--- config.mk ---
export PLATFORM = sky130hd
export DESIGN_NAME = iptt_ctrl
export DESIGN_NICKNAME = d
export VERILOG_FILES = /design/src/hw/rtl/iptt_pkg.sv /design/src/hw/rtl/iptt_ctrl.sv
export SDC_FILE = /design/constraint.sdc
export NUM_CORES = 1
export LEC_CHECK = 0
export BUFFER_PORTS_ARGS = -buffer_cell sky130_fd_sc_hd__buf_2
export CAP_MARGIN = 20
export CELL_PAD_IN_SITES_DETAIL_PLACEMENT = 0
export CELL_PAD_IN_SITES_GLOBAL_PLACEMENT = 1
export CORE_MARGIN = 3
export CORE_UTILIZATION = 30
export CTS_BUF_LIST = sky130_fd_sc_hd__clkbuf_4 sky130_fd_sc_hd__clkbuf_8
export DETAILED_ROUTE_END_ITERATION = 16
export PLACE_DENSITY = 0.87
export SLEW_MARGIN = 20
export SYNTH_ARGS = -nofsm -noshare
export SYNTH_HDL_FRONTEND = slang
export SYNTH_SLANG_ARGS = --single-unit
--- constraint.sdc ---
create_clock -name clock -period 1.6 [get_ports clock]
set_input_delay 0.32 -clock clock [delete_from_list [all_inputs] [get_ports clock]]
set_output_delay 0.32 -clock clock [all_outputs]
set_load 0.01 [all_outputs]
--- src/hw/rtl/iptt_pkg.sv ---
`default_nettype none

package iptt_pkg;

   localparam int MODE_W         = 2;
   localparam int TASK_ID_W      = 8;
   localparam int USER_ID_W      = 16;
   localparam int PRIORITY_REQ_W = 32;
   localparam int OWNER_ID_W     = 16;

   localparam logic [MODE_W-1:0] MODE_ADD    = 2'd0;
   localparam logic [MODE_W-1:0] MODE_EDIT   = 2'd1;
   localparam logic [MODE_W-1:0] MODE_REMOVE = 2'd2;
   localparam logic [MODE_W-1:0] MODE_EXEC   = 2'd3;

   typedef struct packed {
      logic clr_step;
      logic acc_add;
      logic acc_remove;
      logic acc_edit;
      logic edit_commit;
      logic scan_start;
      logic scan_issue;
      logic top_take;
      logic rsp_load_empty;
      logic rsp_load_owner;
   } cmd_type;

   typedef struct packed {
      logic idx_last;
      logic in_range;
      logic edit_hit;
      logic found;
   } status_type;

endpackage

`default_nettype wire

--- src/hw/rtl/iptt_ctrl.sv ---
`default_nettype none

module iptt_ctrl (
   input  wire logic                              clock,
   input  wire logic                              reset,
   input  wire logic                              req_valid,
   output logic                                   req_stall,
   input  wire logic [iptt_pkg::MODE_W-1:0]       req_mode,
   output logic                                   rsp_valid,
   input  wire logic                              rsp_stall,
   input  wire iptt_pkg::status_type              status,
   output iptt_pkg::cmd_type                      cmd
);

   localparam logic [2:0] S_CLEAR  = 3'd0;
   localparam logic [2:0] S_IDLE   = 3'd1;
   localparam logic [2:0] S_EDIT   = 3'd2;
   localparam logic [2:0] S_SCAN   = 3'd3;
   localparam logic [2:0] S_DRAIN  = 3'd4;
   localparam logic [2:0] S_DECIDE = 3'd5;
   localparam logic [2:0] S_OWNER  = 3'd6;

   logic [2:0] state_ff, state_in;
   logic       rsp_valid_ff, rsp_valid_in;
   logic       req_accept;
   logic       out_free;

   assign req_accept = req_valid && (state_ff == S_IDLE);
   assign req_stall  = (state_ff != S_IDLE);
   assign rsp_valid  = rsp_valid_ff;
   assign out_free   = !rsp_valid_ff || !rsp_stall;

   always_comb begin
      cmd          = '0;
      state_in     = state_ff;
      rsp_valid_in = rsp_valid_ff && rsp_stall;
      unique case (state_ff)
         S_CLEAR: begin
            cmd.clr_step = 1'b1;
            if (status.idx_last) begin
               state_in = S_IDLE;
            end
         end
         S_IDLE: begin
            if (req_valid) begin
               unique case (req_mode)
                  iptt_pkg::MODE_ADD: begin
                     cmd.acc_add = status.in_range;
                  end
                  iptt_pkg::MODE_REMOVE: begin
                     cmd.acc_remove = status.in_range;
                  end
                  iptt_pkg::MODE_EDIT: begin
                     if (status.in_range) begin
                        cmd.acc_edit = 1'b1;
                        state_in     = S_EDIT;
                     end
                  end
                  iptt_pkg::MODE_EXEC: begin
                     cmd.scan_start = 1'b1;
                     state_in       = S_SCAN;
                  end
               endcase
            end
         end
         S_EDIT: begin
            cmd.edit_commit = status.edit_hit;
            state_in        = S_IDLE;
         end
         S_SCAN: begin
            cmd.scan_issue = 1'b1;
            if (status.idx_last) begin
               state_in = S_DRAIN;
            end
         end
         S_DRAIN: begin
            state_in = S_DECIDE;
         end
         S_DECIDE: begin
            if (status.found) begin
               cmd.top_take = 1'b1;
               state_in     = S_OWNER;
            end else if (out_free) begin
               cmd.rsp_load_empty = 1'b1;
               rsp_valid_in       = 1'b1;
               state_in           = S_IDLE;
            end
         end
         S_OWNER: begin
            if (out_free) begin
               cmd.rsp_load_owner = 1'b1;
               rsp_valid_in       = 1'b1;
               state_in           = S_IDLE;
            end
         end
         default: begin
            state_in = S_CLEAR;
         end
      endcase
   end

   always_ff @(posedge clock) begin
      if (reset) begin
         state_ff     <= S_CLEAR;
         rsp_valid_ff <= 1'b0;
      end else begin
         state_ff     <= state_in;
         rsp_valid_ff <= rsp_valid_in;
      end
   end

   a_exec_scans: assert property (@(posedge clock) disable iff (reset)
      (req_accept && req_mode == iptt_pkg::MODE_EXEC) |=> state_ff == S_SCAN)
      else $error("execute transaction did not start a scan");

   a_edit_checks: assert property (@(posedge clock) disable iff (reset)
      (req_accept && req_mode == iptt_pkg::MODE_EDIT && status.in_range)
      |=> state_ff == S_EDIT)
      else $error("edit transaction did not check entry");

   a_rsp_source: assert property (@(posedge clock) disable iff (reset)
      $rose(rsp_valid_ff) |-> ($past(state_ff) == S_DECIDE || $past(state_ff) == S_OWNER))
      else $error("response raised outside result states");

   a_clear_quiet: assert property (@(posedge clock) disable iff (reset)
      state_ff == S_CLEAR |-> (!rsp_valid_ff && !cmd.acc_add && !cmd.scan_issue))
      else $error("activity during clearing pass");

endmodule

`default_nettype wire

=== Yosys cells after proc, flatten, opt, wreduce, memory -nomap -nowiden ===
Index checks and enable logic that the tools add are counted.
W data, S select, Z words.

* Bits of input ports: 10
* Output and inout port bits: 12
* Register bits: 4
* Logic and storage cells: 52

* Reduce and logical (&&, ||, !) cells: 7
* Muxes and demuxes: 28
* Equality and inequality tests: 15

{| class="wikitable"
|+ Operators with widths
! cell !! count
|-
| $mux W3 || 8
|-
| $pmux W3 S7 || 1
|-
| $mux W1 || 16
|-
| $eq A3 B3 Y1 const B || 3
|-
| $eq A3 B2 Y1 const B || 2
|-
| $ne A2 B2 Y1 const B || 3
|-
| $ne A3 B1 Y1 const B || 2
|-
| $pmux W3 S2 || 1
|-
| $reduce_and A5 Y1 || 1
|-
| $eq A2 B2 Y1 const B || 2
|-
| $eq A3 B1 Y1 const B || 1
|-
| $logic_not A3 Y1 || 1
|-
| $ne A3 B3 Y1 const B || 1
|-
| $eq A2 B1 Y1 const B || 1
|-
| $logic_not A1 Y1 || 2
|-
| $logic_not A2 Y1 || 1
|-
| $mux W2 || 1
|-
| $pmux W1 S2 || 1
|-
| $logic_and A1 B1 Y1 || 1
|-
| $logic_or A1 B1 Y1 || 1
|}

=== Logic depth before layout (Yosys ltp) ===
Gate-level depths: netlist (run 1).

* Depth after elaboration: 5
* Depth in mapped cells: 5
* Depth with buffers taken out: 3

=== Least setup slack after synthesis (run 1) ===
Ideal clock, no wire load.

* Kind: register to output
* From: register state_ff[2]
* To: output cmd[7] (netlist name)
* Required time: 1280 ps
* Slack: 145 ps
* Stages on the path, launching flop included: 5
* Data arrival time: 1135 ps
* Path buffers: 1
* Path through: dfxtp_1 -> buf_2 -> nor3b_4 -> nand3_1 -> nor3b_1

{| class="wikitable"
|+ RTL lines
! item !! line !! RTL
|-
| start, declared || iptt_ctrl.sv:23 || <nowiki>logic [2:0] state_ff, state_in;</nowiki>
|-
| start signal, assigned || iptt_ctrl.sv:107 || <nowiki>state_ff <= state_in;</nowiki>
|-
| end, declared || iptt_ctrl.sv:12 || <nowiki>output iptt_pkg::cmd_type cmd</nowiki>
|}

==> run metrics, run 1 <==
outcome=completed; startpoint types=flip-flop; pin count of the biggest net entering global routing=11; Final Wtd Congestion=around 0.89; grt ovf=0; worst setup path category=reg2out; register-to-register setup slack=about 300 ps; Avg Synthesized Cell Area=between 7 and 8 um^2; source of the critical timing path=state_ff[2]; clock root buffer master=sky130_fd_sc_hd__clkbuf_4; maximum level of the CTS H-tree=1; Via-to-Cell Ratio=approximately 5.7; endpoints failing setup=0; hold-critical path endpoint=state_ff[0]; count of cells along the worst register-to-register path=4; number of buffers created by CTS=3; maximum net fanout on the critical path=5; number of DRC violations after detailed routing=0; nature of the critical path endpoint=output pin; TritonCTS clock tree=yes; relative max-transition margin=roughly three quarters; commonest cells after routing, fill and taps aside=sky130_fd_sc_hd__buf_2, sky130_fd_sc_hd__buf_4, sky130_fd_sc_hd__inv_1; wire length of the first global-routing pass=roughly 1900 um; initial antenna violation count=0; leakage power of the design=around 0.33 nW; first-pass iteration count of the detailed router=4; hold_sp=reset; final-report hold violation count=0; routed wire length=about 1300 um; unrepaired setup endpoints after global routing=yes; Max Cap Viol=0; post-route ant nets=0; most frequent standard cell in the layout excluding fill and tap cells=sky130_fd_sc_hd__buf_2; Worst Max-Slew Pin Slew=roughly 350 ps; HPWL after detailed placement=about 920 um; Max Freq=641.9 MHz; kind of path behind the tightest hold check=in2reg; height of the chip=between 40 and 50 um; clock network latency to the later pin of the worst-skew pair=240 ps; worst vdd rail ir drop=between 200 and 250 uV; arrival time at the worst endpoint=~1200 ps; power density relative to cell area=around 540 nW/um^2; number of cells on the worst hold path=2; horizontal die dimension=43.16 um; clock-pin slew on the worst setup and hold paths=40 ps; number of primary I/O pins=22; number of non-filler instances in the completed layout=99; share of the cycle needed by the critical path after routing=97.37%; register area share after synthesis=approximately a fifth; post-synthesis cell type count=30; end of the worst register-to-register path=state_ff[1]; proportion of layout cells with a drive suffix above 1=50.59%; antenna diode count=0; Area Growth Syn to Fin=54.68%; Syn Nets=65; final critical delay including setup and external delays=roughly 1600 ps; total die area=1862 um^2; worst hold slack across all endpoints=285.8 ps; placeable core region=1201 um^2; final count of pins violating max slew=0; Crit path largest cell delay=approximately 360 ps; starting utilization of the core area=34.48%; global routing usage summed across all routing layers=13.81%; number of core rows=12; port buffer count=21; Worst path slowest cell=sky130_fd_sc_hd__dfxtp_4; count of mapped cells out of synthesis=55; instance count after placement with tap cells included=between 90 and 100; maximum clock insertion buffer count=2; post-synthesis cell type with the largest combined area=sky130_fd_sc_hd__dfxtp_1; net count of the finished layout=97; share of Yosys cell area claimed by the top area cell type=19.34%; number of warnings printed during yosys synthesis=0; leading cell types by total area after synthesis=sky130_fd_sc_hd__dfxtp_1, sky130_fd_sc_hd__nor3b_1, sky130_fd_sc_hd__buf_2, sky130_fd_sc_hd__nand3_1, sky130_fd_sc_hd__a31oi_1; worst setup skew after layout=roughly 13 ps; Seq cells post-synth=4; violation count after the first detailed-routing iteration=18; overall power=0.0003432 W; Post-Route Utilization=between 50% and 60%; number of global-route vias before repair=~460; overall via count from detail_route=565; critical-path cell list=nor3b_4, nand3_2, nor3b_2, buf_2; Critical Path RT=around 1300 ps; Sink Count=4; DR WL/cell=approximately 13 um; Netlist Area Pre-Place=~410 um^2; Reg-to-Reg Start=state_ff[1]
==> how the worst max path moves through the flow <==
stage	slack, ps	cells past startpoint	to
floorplan	150	4	cmd[7]
global placement	180	4	cmd[7]
detailed placement	180	4	cmd[7]
CTS	1	4	cmd[7]
global route	-60	4	cmd[6]
finish	40	4	cmd[6]
==> synthesized netlist by cell type, drive strengths merged <==
master   instances
a21o             1
nand2            2
a2111oi          1
nand3b           1
and4             1
and4b            1
and3             3
o211a            1
nand3            4
dfxtp            4
xnor2            1
nand2b           1
nor3             2
buf              4
nor3b            5
a21oi            1
a221oi           1
a21boi           2
and2b            1
inv              4
nor4             1
nor2             3
a22oi            1
o211ai           1
nor2b            1
or3              1
o21ai            3
a31oi            3
==> area by class of cell <==
type / count / area, um^2
Clock buffer: 3 / 22.52
Fill cell: 123 / 560.5
Inverter: 4 / 15.01
Multi-Input combinational cell: 43 / 314.1
Sequential cell: 4 / 91.34
Tap cell: 14 / 17.52
Timing Repair Buffer: 31 / 180.2
==> where the power goes <==
part	switching (W)	leakage, nW	internal [W]
combinational	0.0000538	0.281	0.0000567
clock	0.0000441	0.0138	0.0000840
sequential	0.00000377	0.0347	0.000101
==> stage by stage <==
step                      instance area, um^2  worst slack [ps]  TNS [ps]
after floorplan                         414.1             145.1         0
after global placement                  561.8             180.6         0
after detailed placement                561.8             175.7         0
after CTS                               595.6             1.289         0
after global routing                    640.6            -60.94    -106.5
final                                   640.6             42.02         0
==> critical path: cells and delay by family, from the launching register on <==
family | cells | cell delay [ps]
buffers and inverters | 1 | 140
DFF | 1 | 360
and+or+nand+nor | 3 | 510
==> routing by layer <==
layer	global-route usage, %	routed length [um]
met1	16.67	544
met2	21.83	582
met3	1.271	108
met4	10.84	36
met5	0	0
==> cells by family after synthesis <==
family	share of synthesized area, %
xor+xnor	2.115
simple gates	42.30
compound gates	27.79
buf+inv	8.458
flops	19.34
==> repair_timing <==
item                                    in CTS  in global routing
pin swaps                                    0                  4
gates resized for setup                      5                  4
hold buffers                                 0                  0
endpoints found under the setup margin       4                  4
buffers inserted                             0                  4
endpoints found under the hold margin        0                  0
==> registers in the layout, summed over array words and instances, names as in the netlist <==
signal / count
state_ff: 3
rsp_valid: 1
(Power assumes the default switching activity.)
==> inputs of run 2 (changes only) <==
--- a/config.mk
+++ b/config.mk
@@ -9,10 +9,11 @@
 export CAP_MARGIN = 20
 export CELL_PAD_IN_SITES_DETAIL_PLACEMENT = 0
 export CELL_PAD_IN_SITES_GLOBAL_PLACEMENT = 1
-export CORE_MARGIN = 3
+export CORE_MARGIN = 2
 export CORE_UTILIZATION = 30
 export CTS_BUF_LIST = sky130_fd_sc_hd__clkbuf_4 sky130_fd_sc_hd__clkbuf_8
 export DETAILED_ROUTE_END_ITERATION = 16
+export HOLD_SLACK_MARGIN = 0.1
 export PLACE_DENSITY = 0.87
 export SLEW_MARGIN = 20
 export SYNTH_ARGS = -nofsm -noshare
==> run metrics, run 2 (synthesis results as in run 1) <==
outcome=completed; most frequent standard cell in the layout excluding fill and tap cells=sky130_fd_sc_hd__buf_2; wire length of the first global-routing pass=around 1700 um; Worst path slowest cell=sky130_fd_sc_hd__dfxtp_2; first-pass iteration count of the detailed router=4; clock-pin slew on the worst setup and hold paths=approximately 40 ps; critical-path cell list=nor3b_4, nand3_2, nor3b_2, buf_2; post-CTS setup repair buffer count=0; met1 track demand over resource in global routing=18.33%; post-route ant nets=0; height of the chip=41.16 um; relative max-transition margin=79.43%; end of the worst register-to-register path=state_ff[0]; Critical Path RT=about 1300 ps; Crit path largest cell delay=about 350 ps; unrepaired setup endpoints after global routing=yes; horizontal die dimension=between 40 and 50 um; worst setup path category=reg2out; hold-critical path endpoint=state_ff[1]; maximum level of the CTS H-tree=1; Largest Register=state_ff; switching power total=between 0.00009 and 0.0001 W; Worst Max-Slew Pin Slew=slightly above 300 ps; Reg-to-Reg Start=state_ff[2]; clock root buffer master=sky130_fd_sc_hd__clkbuf_4; portion of total power attributed to combinational logic=a little under a third; number of core rows=13; worst vdd rail ir drop=426.8 uV; hold_sp=reset; maximum net fanout on the critical path=7; overall via count from detail_route=between 500 and 600; total die area=about 1700 um^2; post-layout worst setup margin=~45 ps; met3 layer usage reported by global route=1.630%; Via-to-Cell Ratio=5.250; source of the critical timing path=state_ff[1]; setup total negative slack=0 ps; global routing usage summed across all routing layers=between 15 and 20%; worst setup skew after layout=around 2.7 ps; final count of pins violating max slew=0; overall power=around 0.00034 W; final critical delay including setup and external delays=1555 ps; maximum clock insertion buffer count=2; buffer and inverter count on the worst path=1; number of primary I/O pins=22; proportion of layout cells with a drive suffix above 1=46.91%; Sink Count=4; pin count of the biggest net entering global routing=13; Sequential Power Share=between 30% and 40%; Max Freq=643.1 MHz; Switching Fraction=between 20% and 30%; Final Wtd Congestion=about 0.80; crit-path leading delay family=simple AND/OR/NAND/NOR gates; number of buffers created by CTS=3; count of cells along the worst register-to-register path=4; placeable core region=approximately 1300 um^2; multi-input logic area=~310 um^2; GRT busiest layer=met2; share of the cycle needed by the critical path after routing=97.18%; Area Growth Syn to Fin=46.22%; antenna diode count=0; power density relative to cell area=553.6 nW/um^2; total cell area at the placement stage=563.0 um^2; register area=85.08 um^2; fraction of power consumed by the clock network=a little under two fifths; arrival time at the worst endpoint=1230 ps; post-layout instance area=between 600 and 700 um^2; TritonCTS clock tree=yes; violation count after the first detailed-routing iteration=4; grt ovf=0; DR WL/cell=11.18 um; number of DRC violations after detailed routing=0; final-report hold violation count=0; endpoints failing setup=0; leakage power of the design=~0.3 nW; port buffer count=21; routed wire length=approximately 1100 um; number of cells on the worst hold path=2; cts-stage hold buffer count=0; nature of the critical path endpoint=output pin; register-to-register setup slack=330 ps; HPWL after detailed placement=approximately 840 um; M2 GR Usage=24.61%; kind of path behind the tightest hold check=in2reg; clock network latency to the later pin of the worst-skew pair=roughly 230 ps; starting utilization of the core area=31.83%; startpoint types=flip-flop; fillers=around 140; number of flip-flops under the largest register name=3; initial antenna violation count=0; commonest cells after routing, fill and taps aside=sky130_fd_sc_hd__buf_2, sky130_fd_sc_hd__buf_4, sky130_fd_sc_hd__inv_1; pre-CTS worst setup slack=192.6 ps; net count of the finished layout=93; number of global-route vias before repair=412; Cell Int Power=0.0002401 W; Max Cap Viol=0
==> run 2: cell types whose count changed in the layout (fill, tap and decap cells not counted) <==
cell	delta
sky130_fd_sc_hd__buf_4	-4
sky130_fd_sc_hd__dfxtp_1	+1
sky130_fd_sc_hd__dfxtp_2	+1
sky130_fd_sc_hd__dfxtp_4	-2
==> run 2: worst max-delay path by stage <==
stage	end	slack (ps)	cells past startpoint
3_5_place_dp	cmd[7]	190	4
5_1_grt	cmd[7]	-60	4
3_3_place_gp	cmd[7]	210	4
6_report	cmd[6]	50	4
4_1_cts	cmd[7]	9	4
2_1_floorplan	cmd[7]	150	4
==> run 2: per-stage QoR <==
stage,utilization (%),hold slack (ps),std cells
after global routing,46.54,323.7,96
final,46.54,303.8,96
after floorplan,-,388.9,55
after detailed placement,43.27,549.4,93
after CTS,45.58,297.9,96
after global placement,43.27,546.1,93
==> run 2: what timing repair did <==
action | CTS | global route
gates resized for setup | 3 | 3
pin swaps | 0 | 3
endpoints found under the setup margin | 2 | 4
==> run 2: worst register-to-register path: stages (launching register included) <==
cell and delay [ps]:
sky130_fd_sc_hd__dfxtp_1 340, sky130_fd_sc_hd__buf_4 190, sky130_fd_sc_hd__o21ai_0 150, sky130_fd_sc_hd__a21boi_0 120
sky130_fd_sc_hd__a2111oi_2 350
==> run 2: final cells by class <==
cell class / instances / area share, %
clock buffer: 3 / 3.719
inverter: 4 / 2.479
multi-input combinational: 43 / 51.86
sequential: 4 / 14.05
tap: 15 / 3.099
timing repair buffer: 27 / 24.79
==> run 2: layer usage <==
layer | part of all wire [%] | up-vias
met5 | 0 | -
met4 | 0.75 | 0
met3 | 7.2 | 2
met2 | 43 | 18
met1 | 49 | 225
li1 | - | 259
==> run 2: power groups by stage <==
stage	clock [W]	sequential [W]	combinational, W
final	0.000126	0.000109	0.000101
after global routing	0.000133	0.000110	0.000112
after floorplan	0	0.000109	0.0000566
after CTS	0.000132	0.000109	0.000100
after detailed placement	0	0.000110	0.0000983
after global placement	0	0.000110	0.0000975
==> inputs of run 3 (changes only) <==
--- a/config.mk
+++ b/config.mk
@@ -15,6 +15,7 @@
 export DETAILED_ROUTE_END_ITERATION = 16
 export HOLD_SLACK_MARGIN = 0.1
 export PLACE_DENSITY = 0.87
+export SETUP_SLACK_MARGIN = 0.5
 export SLEW_MARGIN = 20
 export SYNTH_ARGS = -nofsm -noshare
 export SYNTH_HDL_FRONTEND = slang
==> constraint.sdc (replaced) <==
create_clock -name clock -period 1.6 [get_ports clock]
set_input_delay 0.08 -clock clock [delete_from_list [all_inputs] [get_ports clock]]
set_output_delay 0.08 -clock clock [all_outputs]
set_load 0.01 [all_outputs]
==> run metrics, run 3 (synthesis results as in run 1) <==
outcome=completed; clock network latency to the later pin of the worst-skew pair=about 240 ps; number of flip-flops under the largest register name=3; clock-pin slew on the worst setup and hold paths=approximately 40 ps; wire length of the first global-routing pass=between 1500 and 2000 um; first-pass iteration count of the detailed router=4; number of core rows=13; power density relative to cell area=between 400 and 500 nW/um^2; post-route ant nets=0; Max Cap Viol=0; kind of path behind the tightest hold check=in2reg; arrival time at the worst endpoint=approximately 1300 ps; Via-to-Cell Ratio=roughly 5.2; startpoint types=flip-flop; total length of routed met2 wires=~580 um; Routed met3 length=79 um; Largest Register=state_ff; Worst Max-Slew Pin Slew=345.4 ps; Area Growth Syn to Fin=82.78%; total die area=~1700 um^2; crit-path leading delay family=simple AND/OR/NAND/NOR gates; detailed-routing wirelength on met1=around 540 um; critical-path cell list=nor3b_4, nand3_2, nor3b_2, buf_2; worst setup path category=reg2out; fillers=112; setup total negative slack=0 ps; initial antenna violation count=0; Final Wtd Congestion=~0.76; share of the cycle needed by the critical path after routing=between 80% and 90%; final count of pins violating max slew=0; HPWL after detailed placement=~750 um; starting utilization of the core area=between 30% and 40%; maximum clock insertion buffer count=2; final-report hold violation count=0; relative max-transition margin=around 77%; leakage power of the design=0.3623 nW; worst vdd rail ir drop=245.6 uV; total cell area at the placement stage=545.5 um^2; height of the chip=roughly 41 um; port buffer count=21; number of buffers created by CTS=3; grt ovf=0; proportion of layout cells with a drive suffix above 1=between 50% and 60%; most frequent standard cell in the layout excluding fill and tap cells=sky130_fd_sc_hd__buf_2; worst hold slack across all endpoints=between 150 and 200 ps; Critical Path RT=1520 ps; top routing layer in use=met3; post-layout worst setup margin=266.2 ps; net count of the finished layout=99; final critical delay including setup and external delays=1334 ps; Max Freq=~750 MHz; endpoints failing setup=0; maximum net fanout on the critical path=3; commonest cells after routing, fill and taps aside=sky130_fd_sc_hd__buf_2, sky130_fd_sc_hd__buf_4; worst setup skew after layout=roughly 5 ps; antenna diode count=0; nature of the critical path endpoint=output pin; number of primary I/O pins=22; number of DRC violations after detailed routing=0; overall via count from detail_route=530; DR WL/cell=about 12 um; pre-CTS worst setup slack=roughly 220 ps; clock root buffer master=sky130_fd_sc_hd__clkbuf_4; TritonCTS clock tree=yes; routed wire length=around 1200 um; Worst path slowest cell=sky130_fd_sc_hd__dfxtp_4; placeable core region=about 1300 um^2; post-layout instance area=~760 um^2; pin count of the biggest net entering global routing=13; Crit path largest cell delay=between 300 and 400 ps; horizontal die dimension=~40 um; overall power=~0.00037 W; unrepaired setup endpoints after global routing=yes; Sink Count=4; global routing usage summed across all routing layers=14.41%; buffer and inverter count on the worst path=1; violation count after the first detailed-routing iteration=10; number of global-route vias before repair=just over 400; maximum level of the CTS H-tree=1
==> run 3: timing repair <==
action / CTS / global route
setup buffers: 7 / 2
endpoints found under the setup margin: 15 / 14
gates cloned: 1 / 0
endpoints found under the hold margin: 3 / 0
pin swaps: 9 / 3
hold buffers: 1 / 0
gates resized for setup: 16 / 8
==> run 3: worst register-to-register path, delay by kind of cell, from the launching register on <==
family                 cells  cell delay, ps
AO/OA/AOI/OAI              2             380
flip-flops                 1             340
buffers and inverters      2             280
XOR/XNOR                   1             150
==> run 3: where the power goes <==
group | switching (W) | leakage (nW) | internal (W)
Combinational | 0.0000617 | 0.314 | 0.0000733
Clock | 0.0000471 | 0.0138 | 0.0000843
Sequential | 0.00000351 | 0.0347 | 0.000101
==> run 3: metal layers <==
layer / vias to the layer above / global-route usage, %
met3: 0 / 3.261
met4: 0 / 4.839
met2: 19 / 25.39
li1: 272 / -
met1: 239 / 16.94
met5: - / 0
==> run 3: path summary, 6_finish.rpt <==
kind | startpoint | endpoint | slack [ps] | cells past startpoint
max | state_ff[0] | cmd[7] | 270 | 4
min | rsp_stall | rsp_valid | 200 | 3
max reg2reg | state_ff[0] | state_ff[0] | 340 | 5
min reg2reg | rsp_valid | rsp_valid | 590 | 2
==> run 3: layout make-up <==
type	instances	area (um^2)	share of cell area [%]
clock buffers	3	22.52	2.975
inverters	4	17.52	2.314
multi-input cells	43	362.8	47.93
flip-flops and latches	4	91.34	12.07
well taps	15	18.77	2.479
repair buffers	33	244.0	32.23
==> run 3: per-stage QoR <==
| step | util [%] | instances |
|---|---|---|
| 4_1_cts | 54.52 | 100 |
| 2_1_floorplan | - | 55 |
| 3_3_place_gp | 41.92 | 88 |
| 5_1_grt | 58.17 | 102 |
| 3_5_place_dp | 41.92 | 88 |
| 6_report | 58.17 | 102 |
